--- config.mk ---
export PLATFORM = sky130hd
export DESIGN_NAME = kabf_control
export DESIGN_NICKNAME = d
export VERILOG_FILES = /design/src/rtl/kabf_pkg.sv /design/src/rtl/kabf_control.sv
export SDC_FILE = /design/constraint.sdc
export NUM_CORES = 1
export LEC_CHECK = 0
export BUFFER_PORTS_ARGS = -buffer_cell sky130_fd_sc_hd__buf_2
export CAP_MARGIN = 10
export CORE_AREA = 2 2 39 41
export CTS_CLUSTER_SIZE = 14
export DETAILED_ROUTE_END_ITERATION = 8
export DIE_AREA = 0 0 41 43
export GPL_TIMING_DRIVEN = 1
export MAX_ROUTING_LAYER = met4
export PLACE_DENSITY = 0.67
export SYNTH_ARGS = -nofsm -noshare
export SYNTH_HDL_FRONTEND = slang
export SYNTH_SLANG_ARGS = --single-unit
--- constraint.sdc ---
create_clock -name clock -period 1.8 [get_ports clock]
set_input_delay 0.18 -clock clock [delete_from_list [all_inputs] [get_ports clock]]
set_output_delay 0.18 -clock clock [all_outputs]
set_load 0.01 [all_outputs]
--- src/rtl/kabf_pkg.sv ---
// Package for the angle and gyro bias Kalman filter unit.
// Holds payload types, register indexes and the datapath command encoding.
`default_nettype none
package kabf_pkg;

   typedef struct packed {
      logic signed [31:0] measured_angle;
      logic signed [31:0] gyro_rate;
   } req_payload_type;

   typedef struct packed {
      logic signed [31:0] filtered_angle;
      logic signed [31:0] bias_estimate;
   } rsp_payload_type;

   localparam logic [1:0] CSR_ANGLE_NOISE   = 2'd0;
   localparam logic [1:0] CSR_BIAS_NOISE    = 2'd1;
   localparam logic [1:0] CSR_MEASURE_NOISE = 2'd2;
   localparam logic [1:0] CSR_SAMPLE_PERIOD = 2'd3;

   // Datapath micro-operations, one per controller step.
   typedef enum logic [4:0] {
      OP_NOP,
      OP_LOAD,        // latch input item
      OP_RATE,        // r0 = sat(gyro - bias)
      OP_MUL_DT_R0,   // r0 = dt * r0
      OP_ANGLE_ADD,   // angle = sat(angle + r0)
      OP_MUL_DT_BB,   // r1 = dt * cov_bb
      OP_T_SUB_AB,    // r0 = sat(r1 - cov_ab)
      OP_T_SUB_BA,    // r0 = sat(r0 - cov_ba)
      OP_T_ADD_QA,    // r0 = sat(r0 + angle_noise)
      OP_AA_ADD,      // cov_aa = sat(cov_aa + dt * r0)
      OP_AB_BA_SUB,   // cov_ab -= r1, cov_ba -= r1
      OP_MUL_QB_DT,   // r0 = bias_noise * dt
      OP_BB_ADD,      // cov_bb = sat(cov_bb + r0)
      OP_S_FORM,      // s = sat(cov_aa + measure_noise)
      OP_DIV_K0,      // start k0 = cov_aa / s
      OP_DIV_K1,      // latch k0, start k1 = cov_ba / s
      OP_K1_DONE,     // latch k1
      OP_Y_FORM,      // y = sat(meas - angle)
      OP_MUL_K0_Y,    // r0 = k0 * y
      OP_MUL_K1_Y,    // angle += r0, r0 = k1 * y
      OP_BIAS_ADD,    // bias += r0
      OP_MUL_K0_AA,   // r0 = k0 * aa
      OP_MUL_K0_AB,   // r1 = k0 * ab
      OP_MUL_K1_AA,   // r2 = k1 * aa
      OP_MUL_K1_AB,   // r3 = k1 * ab
      OP_COV_UPD      // apply all four covariance updates
   } op_type;

   typedef struct packed {
      op_type op;
   } dp_cmd_type;

   typedef struct packed {
      logic div_busy;
   } dp_status_type;

   function automatic logic signed [31:0] sat32(input logic signed [33:0] v);
      if (v > 34'sh0_7FFF_FFFF) return 32'sh7FFF_FFFF;
      if (v < -34'sh0_8000_0000) return 32'sh8000_0000;
      return v[31:0];
   endfunction

   // Q16.16 product with round-half-up, saturated; shift is a floor so ties go up.
   function automatic logic signed [31:0] qround(input logic signed [63:0] p);
      logic signed [63:0] r;
      r = (p + 64'sd32768) >>> 16;
      if (r > 64'sh7FFF_FFFF) return 32'sh7FFF_FFFF;
      if (r < -64'sh8000_0000) return 32'sh8000_0000;
      return r[31:0];
   endfunction

endpackage
`default_nettype wire

--- src/rtl/kabf_control.sv ---
// Sequencer of the Kalman filter unit: steps the datapath through one item.
// Uses kabf_pkg; handles req/rsp handshakes and waits on the divider.
`default_nettype none
module kabf_control
   import kabf_pkg::*;
(
   input  wire logic      clock,
   input  wire logic      reset,
   input  wire logic      req_valid,
   output logic           req_stall,
   output logic           rsp_valid,
   input  wire logic      rsp_stall,
   output dp_cmd_type     cmd,
   input  wire dp_status_type status
);

   typedef enum logic [1:0] {
      ST_IDLE,
      ST_RUN,
      ST_WAIT_DIV,
      ST_OUT
   } state_type;

   state_type state_ff;
   op_type    op_ff;
   logic      rsp_valid_ff;
   logic      accept;

   // new item accepted only when idle: no item in progress and no result pending
   assign req_stall = (state_ff != ST_IDLE);
   assign accept    = req_valid && !req_stall;

   always_comb begin
      cmd.op = OP_NOP;
      if (accept) cmd.op = OP_LOAD;
      else if (state_ff == ST_RUN) cmd.op = op_ff;
   end

   always_ff @(posedge clock) begin
      if (reset) begin
         state_ff     <= ST_IDLE;
         op_ff        <= OP_NOP;
         rsp_valid_ff <= 1'b0;
      end else begin
         case (state_ff)
            ST_IDLE: begin
               if (accept) begin
                  state_ff <= ST_RUN;
                  op_ff    <= OP_RATE;
               end
            end
            ST_RUN: begin
               case (op_ff)
                  OP_DIV_K0, OP_DIV_K1: state_ff <= ST_WAIT_DIV;
                  OP_COV_UPD: begin
                     state_ff     <= ST_OUT;
                     rsp_valid_ff <= 1'b1;
                  end
                  default: ;
               endcase
               op_ff <= op_type'(op_ff + 5'd1);
            end
            ST_WAIT_DIV: begin
               if (!status.div_busy) state_ff <= ST_RUN;
            end
            ST_OUT: begin
               if (!rsp_stall) begin
                  rsp_valid_ff <= 1'b0;
                  state_ff     <= ST_IDLE;
               end
            end
            default: state_ff <= ST_IDLE;
         endcase
      end
   end

   assign rsp_valid = rsp_valid_ff;

`ifndef NO_ASSERTIONS
   a_valid_in_out: assert property (@(posedge clock) disable iff (reset)
      rsp_valid |-> state_ff == ST_OUT) else $error("rsp_valid outside output state");
   a_no_accept_busy: assert property (@(posedge clock) disable iff (reset)
      state_ff != ST_IDLE |-> !accept) else $error("item accepted while busy");
   a_div_wait: assert property (@(posedge clock) disable iff (reset)
      state_ff == ST_WAIT_DIV && status.div_busy |=> state_ff == ST_WAIT_DIV)
      else $error("left divider wait early");
`endif

endmodule
`default_nettype wire

# ---- Word level (Yosys, flattened, before mapping)
# Cells that the tools add are included.
dict set report word_totals {
  input_bits 5
  reg_bits 8
}
dict set report classes {
  reduce_logical 10
  muxes 12
  n_eq_ne 11
  n_addsub 1
}
# cell n
set op_table {}
lappend op_table {{5-bit 2-to-1 mux} 3}
lappend op_table {{5-bit by 4-bit equality test with 1-bit output, second input constant} 2}
lappend op_table {{5-bit one-hot mux with 2 select lines} 1}
lappend op_table {{2-bit one-hot mux with 4 select lines} 1}
lappend op_table {{2-bit 2-to-1 mux} 3}
lappend op_table {{2-bit != test, second input constant} 3}
lappend op_table {{2-bit nonzero test} 3}
lappend op_table {{5-bit by 1-bit adder with 5-bit output, second input constant} 1}
lappend op_table {{5-bit equality test, second input constant} 1}
lappend op_table {{2-bit equality test, second input constant} 2}
lappend op_table {{2-bit one-hot mux with 2 select lines} 1}
lappend op_table {{4-bit AND reduction} 1}
lappend op_table {{3-bit by 1-bit != test with 1-bit output, second input constant} 1}
lappend op_table {{3-bit AND reduction} 1}
lappend op_table {{2-bit by 1-bit equality test with 1-bit output, second input constant} 1}
lappend op_table {{2-bit logical NOT} 1}
lappend op_table {{1-bit 2-to-1 mux} 2}
lappend op_table {{2-bit by 1-bit != test with 1-bit output, second input constant} 1}
lappend op_table {{1-bit one-hot mux with 2 select lines} 1}
lappend op_table {{2-bit AND reduction} 1}
lappend op_table {{2-bit OR reduction} 1}
lappend op_table {{1-bit logical AND} 1}
lappend op_table {{1-bit logical NOT} 1}

# ---- Depth between registers and ports, before layout
# Gate-level depths: netlist (run 1).
dict set report depth {
  word_depth 5
  depth_mapped 5
  mapped_depth_nobuf 5
}

# ---- Worst setup path after synthesis (run 1)
# Ideal clock, no wire load.
dict set report synth_timing {
  path_type {flip-flop to flip-flop}
  from {register op_ff[0]}
  to {register state_ff[1]}
  arrival_time_ns 1.371
  path_stages_with_launch 6
  slack_ns 0.309
  path_buffers 0
  period_less_slack_ns 1.491
  cell_sequence {dfxtp_1 > ha_1 > and3_1 > ha_1 > a41o_1 > o31a_1}
}
dict set report synth_via {
  elab_chain_cells 4
}
# item line_no
set synth_rtl {}
lappend synth_rtl {{start: declaration} kabf_control.sv:25} ;# op_type op_ff;
lappend synth_rtl {{start signal: assignment} kabf_control.sv:61} ;# op_ff <= op_type'(op_ff + 5'd1);
lappend synth_rtl {{5-bit by 4-bit equality test with 1-bit output} kabf_control.sv:53} ;# case (op_ff)
lappend synth_rtl {{2-bit OR reduction} kabf_control.sv:53}
lappend synth_rtl {{3-bit by 1-bit != test with 1-bit output (no source line) (*)} -}
lappend synth_rtl {{4-bit AND reduction (no source line) (*)} -}
lappend synth_rtl {{end signal: assignment} kabf_control.sv:54} ;# OP_DIV_K0, OP_DIV_K1: state_ff <= ST_WAIT_DIV;
lappend synth_rtl {{end signal: assignment} kabf_control.sv:56} ;# state_ff <= ST_OUT;
lappend synth_rtl {{end signal: assignment} kabf_control.sv:64} ;# if (!status.div_busy) state_ff <= ST_RUN;
lappend synth_rtl {{end: declaration} kabf_control.sv:24} ;# state_type state_ff;
# Every way passes the cells marked *; elsewhere a longest branch is shown, timed or not.
# A chain may end at the register's enable or synchronous reset.

# ---- Final worst setup path (run 1)
# Same ends and word-level chain as after synthesis.

==> results of run 1 <==
[power breakdown]
part	switching [uW]	internal, uW
Clock	61.1	76.3
Combinational	40.1	36.1
Sequential	19.2	187
[final cells by class]
type                    count  area (um2)  share of cell area
well taps                  16        20.0              0.0335
flip-flops and latches      8         160               0.268
inverters                   5        18.8              0.0314
repair buffers             11        55.1              0.0921
clock buffers               3        22.5              0.0377
multi-input cells          44         322               0.538
[worst max-delay path by stage]
stage	from	end	slack, ns	cells after the start
floorplan	op_ff[0]	state_ff[1]	0.31	5
global placement	op_ff[0]	state_ff[1]	0.27	5
detailed placement	op_ff[0]	state_ff[1]	0.22	5
CTS	op_ff[0]	state_ff[1]	0.21	5
global route	op_ff[0]	state_ff[1]	0.16	5
finish	op_ff[0]	state_ff[1]	0.22	5
[kinds of logic after synthesis]
family          after synthesis  synth area share
simple gates                 24             0.262
fa+ha+maj                     4            0.0969
compound gates               13             0.196
flops                         8             0.310
mux                           3            0.0678
buf+inv                       8            0.0678
[worst max-delay path: stages, from the launching register on]
cell	delay (ns)
dfxtp_1	0.37
ha_1	0.25
and3_1	0.19
ha_1	0.17
a41o_1	0.22
o31a_1	0.28
[state kept, by name, indices dropped and copies added, names as in the netlist]
register,count
op_ff,5
state_ff,2
rsp_valid,1
[layer usage]
layer / wire [um] / share of wire
met4: 17 / 0.017
met1: 505 / 0.50
met3: 41 / 0.040
met2: 451 / 0.44
met5: 0 / 0
[through the flow]
step | utilization | setup WS, ns
final | 0.432 | 0.216
after global routing | 0.432 | 0.161
after CTS | 0.432 | 0.215
after detailed placement | 0.416 | 0.216
after global placement | 0.416 | 0.273
after floorplan | - | 0.309
[synthesized netlist by cell type]
master	n
a2111oi_2	1
a211oi_2	1
a21oi_1	5
a221oi_1	1
a2bb2oi_1	1
a41o_1	1
and2_1	2
and2b_4	1
and3_1	1
and3b_1	1
and4b_1	1
buf_1	1
buf_2	1
buf_4	1
dfxtp_1	8
ha_1	4
inv_1	5
mux2_4	1
mux2i_1	2
nand2_1	2
nand2b_1	2
nand4_1	1
nor2_1	8
nor2b_1	1
nor3_1	1
nor3b_1	1
o21ai_0	1
o21bai_1	1
o31a_1	1
or2_0	2
==> impl_results.md, run 1 <==
- Status: finished clean
- Setup violations, final: 0
- Die width: 41 um
- DR pass1 iterations: 4
- Hold Path Cell Cnt: 2
- Die Ht: 43 um
- Setup crit start kind: register
- Seq cells post-synth: 8
- Clock sink count: 8
- CTS Hold Bufs: 0
- # Post-CTS Setup Buffers: 0
- Met3 Resource Use GR: 0.0157
- Worst Path Required: 1.94 ns
- Cell Area, Synth: 517 um2
- Fin nets: about 80
- Cells after synthesis: 60
- Die area: 1760 um2
- Total CTS buffers: 3
- Grt peak-use layer: met2
- CTS tree: built
- Max cap viols: 0
- Seq/Total Area, Yosys: 0.310
- Initial drt markers: 6
- Reg2reg start: op_ff[0]
- WHS: around 0.22 ns
- Antenna violations before repair: 0
- Vias in the first global route: a little under 400
- # rows: 14
- Met1 GRT Util: 0.175
- Total track usage: 0.140
- Post-route cell area: 598 um2
- R2R Path End: state_ff[1]
- Final hold viol count: 0
- CTS Root Cell: clkbuf_4
- Hold WC Path Type: input port to register
- Worst skew pair latency: between 0.2 and 0.3 ns
- Placement Cell Area: 576 um2
- Crit. End Element: register
- Vias: 446
- Worst min-delay path startpoint: reset
- Max VDD drop: 0.316 mV
- Initial Util: 0.373
- Most frequent cells in the layout: 11 x buf_2, 8 x nor2_1, 8 x dfxtp_1, 5 x inv_1, 5 x a21oi_1
- Area added between synthesis and finish: 15.7%
- Ports: 12
- Final period utilization: 0.880
- Max Root-Sink Buffers: 2
- Worst slew margin: 0.778
- Syn Nets: 69
- Post-Route Skew: 0.00527 ns
- Largest area contributor in the netlist: dfxtp_1
- Final wirelength: 1.02 mm
- Yosys warnings: 0
- Critical-path maximum fanout: 6
- Area share of the largest cell type after synthesis: 0.310
- I/O Buffers: 11
- Min Tclk post-route: ~1.6 ns
- Setup Crit Path Kind: register to register
- Actual slew at the worst max-slew pin: 0.333 ns
- Global-route wire length before repair: between 1.5 and 2 mm
- Synth unique cells: 30
- Layout cell share with drive strength beyond 1: 0.254
- Drt wl/cell: around 12 um
- Vias per cell: 5.13
- Pwr/cell area: roughly 700 nW/um2
- Commonest non-fill, non-tap cell in the layout: buf_2
- Ranking of synthesized cells by area: dfxtp_1 31%, ha_1 9.7%, nor2_1 5.8%
- Slew Viols, Final: 0
- Setup slack, reg-to-reg: between 0.2 and 0.25 ns
- Critical Path AT: 1.73 ns
- DRC violations left: 0
- Final HPWL DP: approximately 780 um
- Setup TNS: 0 ns
- Final Power: 420 uW
- RSZ-0062 raised after global routing: no
- Fillers: approximately 130
- Post-Place Cells: 84
- Largest net degree at the start of global routing: 12
- Met2 GRT Util: 0.191
- Post-DRT Antenna Nets: 0
- Placer Congestion: ~0.73
- Core area: 1380 um2
- N_diodes: 0
- Non-Filler Instances: 87
- GRT Residual Overflow: 0
- Leak: 0.000280 uW
- Syn avg cell area: 8.61 um2
- Hold Path End: op_ff[4]
- FMAX: 0.631 GHz
- Worst-path clk slew: 0.06 ns
- R2r worst-path depth: 5
- H-tree depth: 1
- # resized after CTS: 0
Power figures use the tool's default switching activity.
==> run 2, diff against run 1 <==
--- a/config.mk
+++ b/config.mk
@@ -13,7 +13,7 @@
 export DIE_AREA = 0 0 41 43
 export GPL_TIMING_DRIVEN = 1
 export MAX_ROUTING_LAYER = met4
-export PLACE_DENSITY = 0.67
+export PLACE_DENSITY_LB_ADDON = 0.25
 export SYNTH_ARGS = -nofsm -noshare
 export SYNTH_HDL_FRONTEND = slang
 export SYNTH_SLANG_ARGS = --single-unit
==> impl_results.md, run 2 (synthesized netlist as in run 1, its figures left out) <==
- Status: finished clean
- Pwr/cell area: 709 nW/um2
- Vias per cell: slightly above 5
- Min Tclk post-route: ~1.6 ns
- Initial Util: 0.373
- Most frequent CP cell: ha_1
- Setup TNS: 0 ns
- Vias in the first global route: about 400
- Final wirelength: slightly above 1 mm
- Grt peak-use layer: met1
- Global-route wire length before repair: 1.70 mm
- # rows: 14
- Max Root-Sink Buffers: 2
- Critical-path maximum fanout: 6
- Setup violations, final: 0
- Total CTS buffers: 3
- Crit-path cells: ha_1 > and3_1 > ha_1 > a41o_1 > o31a_1
- CTS Root Cell: clkbuf_4
- Actual slew at the worst max-slew pin: 0.343 ns
- Vias: roughly 440
- I/O Buffers: 11
- Internal power: 300 uW
- WHS: 0.214 ns
- Critical Path AT: 1.72 ns
- RSZ-0062 raised after global routing: no
- Die Ht: roughly 43 um
- Crit. End Element: register
- H-tree depth: 1
- Slowest Stage Delay on Critical Path: 0.36 ns
- Layout cell share with drive strength beyond 1: 0.254
- Drt wl/cell: 11.9 um
- Area added between synthesis and finish: 15.7%
- Final hold viol count: 0
- Fin nets: slightly above 80
- Total track usage: 0.158
- Post-Place Cells: 84
- Initial drt markers: 10
- Core area: 1380 um2
- Max FFs per register: 5
- Clock sink count: 8
- CP max-delay cell: dfxtp_1
- Met2 GRT Util: 0.191
- Setup crit start kind: register
- Post-Route Skew: 0.0113 ns
- Crit path buf inv count: 0
- Die area: ~1800 um2
- Leak: 0.000280 uW
- Switch share: 0.293
- Post-DRT Antenna Nets: 0
- Slew Viols, Final: 0
- Top reg by flops: op_ff
- # resized after CTS: 0
- Largest net degree at the start of global routing: 12
- Worst skew pair latency: ~0.26 ns
- # Post-CTS Setup Buffers: 0
- Psw: 124 uW
- Combinational power share: 0.180
- Max cap viols: 0
- Setup Crit Path Kind: register to register
- Max VDD drop: roughly 0.28 mV
- Post-route cell area: between 500 and 600 um2
- N_diodes: 0
- Seq pwr share: 0.486
- Hold WC Path Type: input port to register
- Antenna violations before repair: 0
- DRC violations left: 0
- Placer Congestion: 0.825
- Final worst slack: between 0.2 and 0.25 ns
- Most frequent cells in the layout: 11 x buf_2, 8 x nor2_1, 8 x dfxtp_1, 5 x inv_1, 5 x a21oi_1
- Ports: 12
- Family with the most delay on the worst path: compound AO/OA/AOI/OAI gates
- Final period utilization: 0.868
- Clock Power Share: 0.334
- Setup WS pre-CTS: 0.229 ns
- Non-Filler Instances: 87
- Worst slew margin: 0.771
- Placement Cell Area: 576 um2
- GRT Residual Overflow: 0
- CTS Hold Bufs: 0
- Met1 GRT Util: 0.201
- Met3 Resource Use GR: 0.0942
- DR pass1 iterations: 2
- Commonest non-fill, non-tap cell in the layout: buf_2
- FMAX: 0.640 GHz
- Die width: 41 um
- CTS tree: built
- Worst Path Required: 1.96 ns
- Final HPWL DP: a little under 800 um
- Worst-path clk slew: 0.06 ns
[run 2: cell type report]
| class | instances | area [um2] |
|---|---|---|
| Clock buffer | 3 | 22.5 |
| Fill cell | 153 | 786 |
| Inverter | 5 | 18.8 |
| Multi-Input combinational cell | 44 | 322 |
| Sequential cell | 8 | 160 |
| Tap cell | 16 | 20.0 |
| Timing Repair Buffer | 11 | 55.1 |
[run 2: metrics by stage]
stage                      util  power (uW)
after floorplan               -         264
after global placement    0.416         286
after detailed placement  0.416         286
after CTS                 0.432         431
after global routing      0.432         449
final                     0.432         424
[run 2: path summary, 6_finish.rpt]
check                end  slack (ns)  depth (start not counted)  startpoint
max          state_ff[1]        0.24                          5    op_ff[0]
min             op_ff[0]        0.21                          2       reset
max reg2reg  state_ff[1]        0.24                          5    op_ff[0]
min reg2reg    rsp_valid        0.48                          2   rsp_valid
[run 2: power by group through the flow]
| stage | combinational, uW | sequential [uW] | clock [uW] |
|---|---|---|---|
| 2_1_floorplan | 66.2 | 198 | 0 |
| 3_3_place_gp | 77.0 | 209 | 0 |
| 3_5_place_dp | 76.6 | 210 | 0 |
| 4_1_cts | 77.5 | 206 | 147 |
| 5_1_grt | 86.3 | 209 | 154 |
| 6_report | 76.1 | 206 | 142 |
[run 2: routing by layer]
metal | share of wire | wire (um) | vias to the layer above
li1 | - | - | 233
met1 | 0.51 | 531 | 197
met2 | 0.41 | 427 | 10
met3 | 0.059 | 61 | 2
met4 | 0.017 | 18 | 0
met5 | 0 | 0 | -
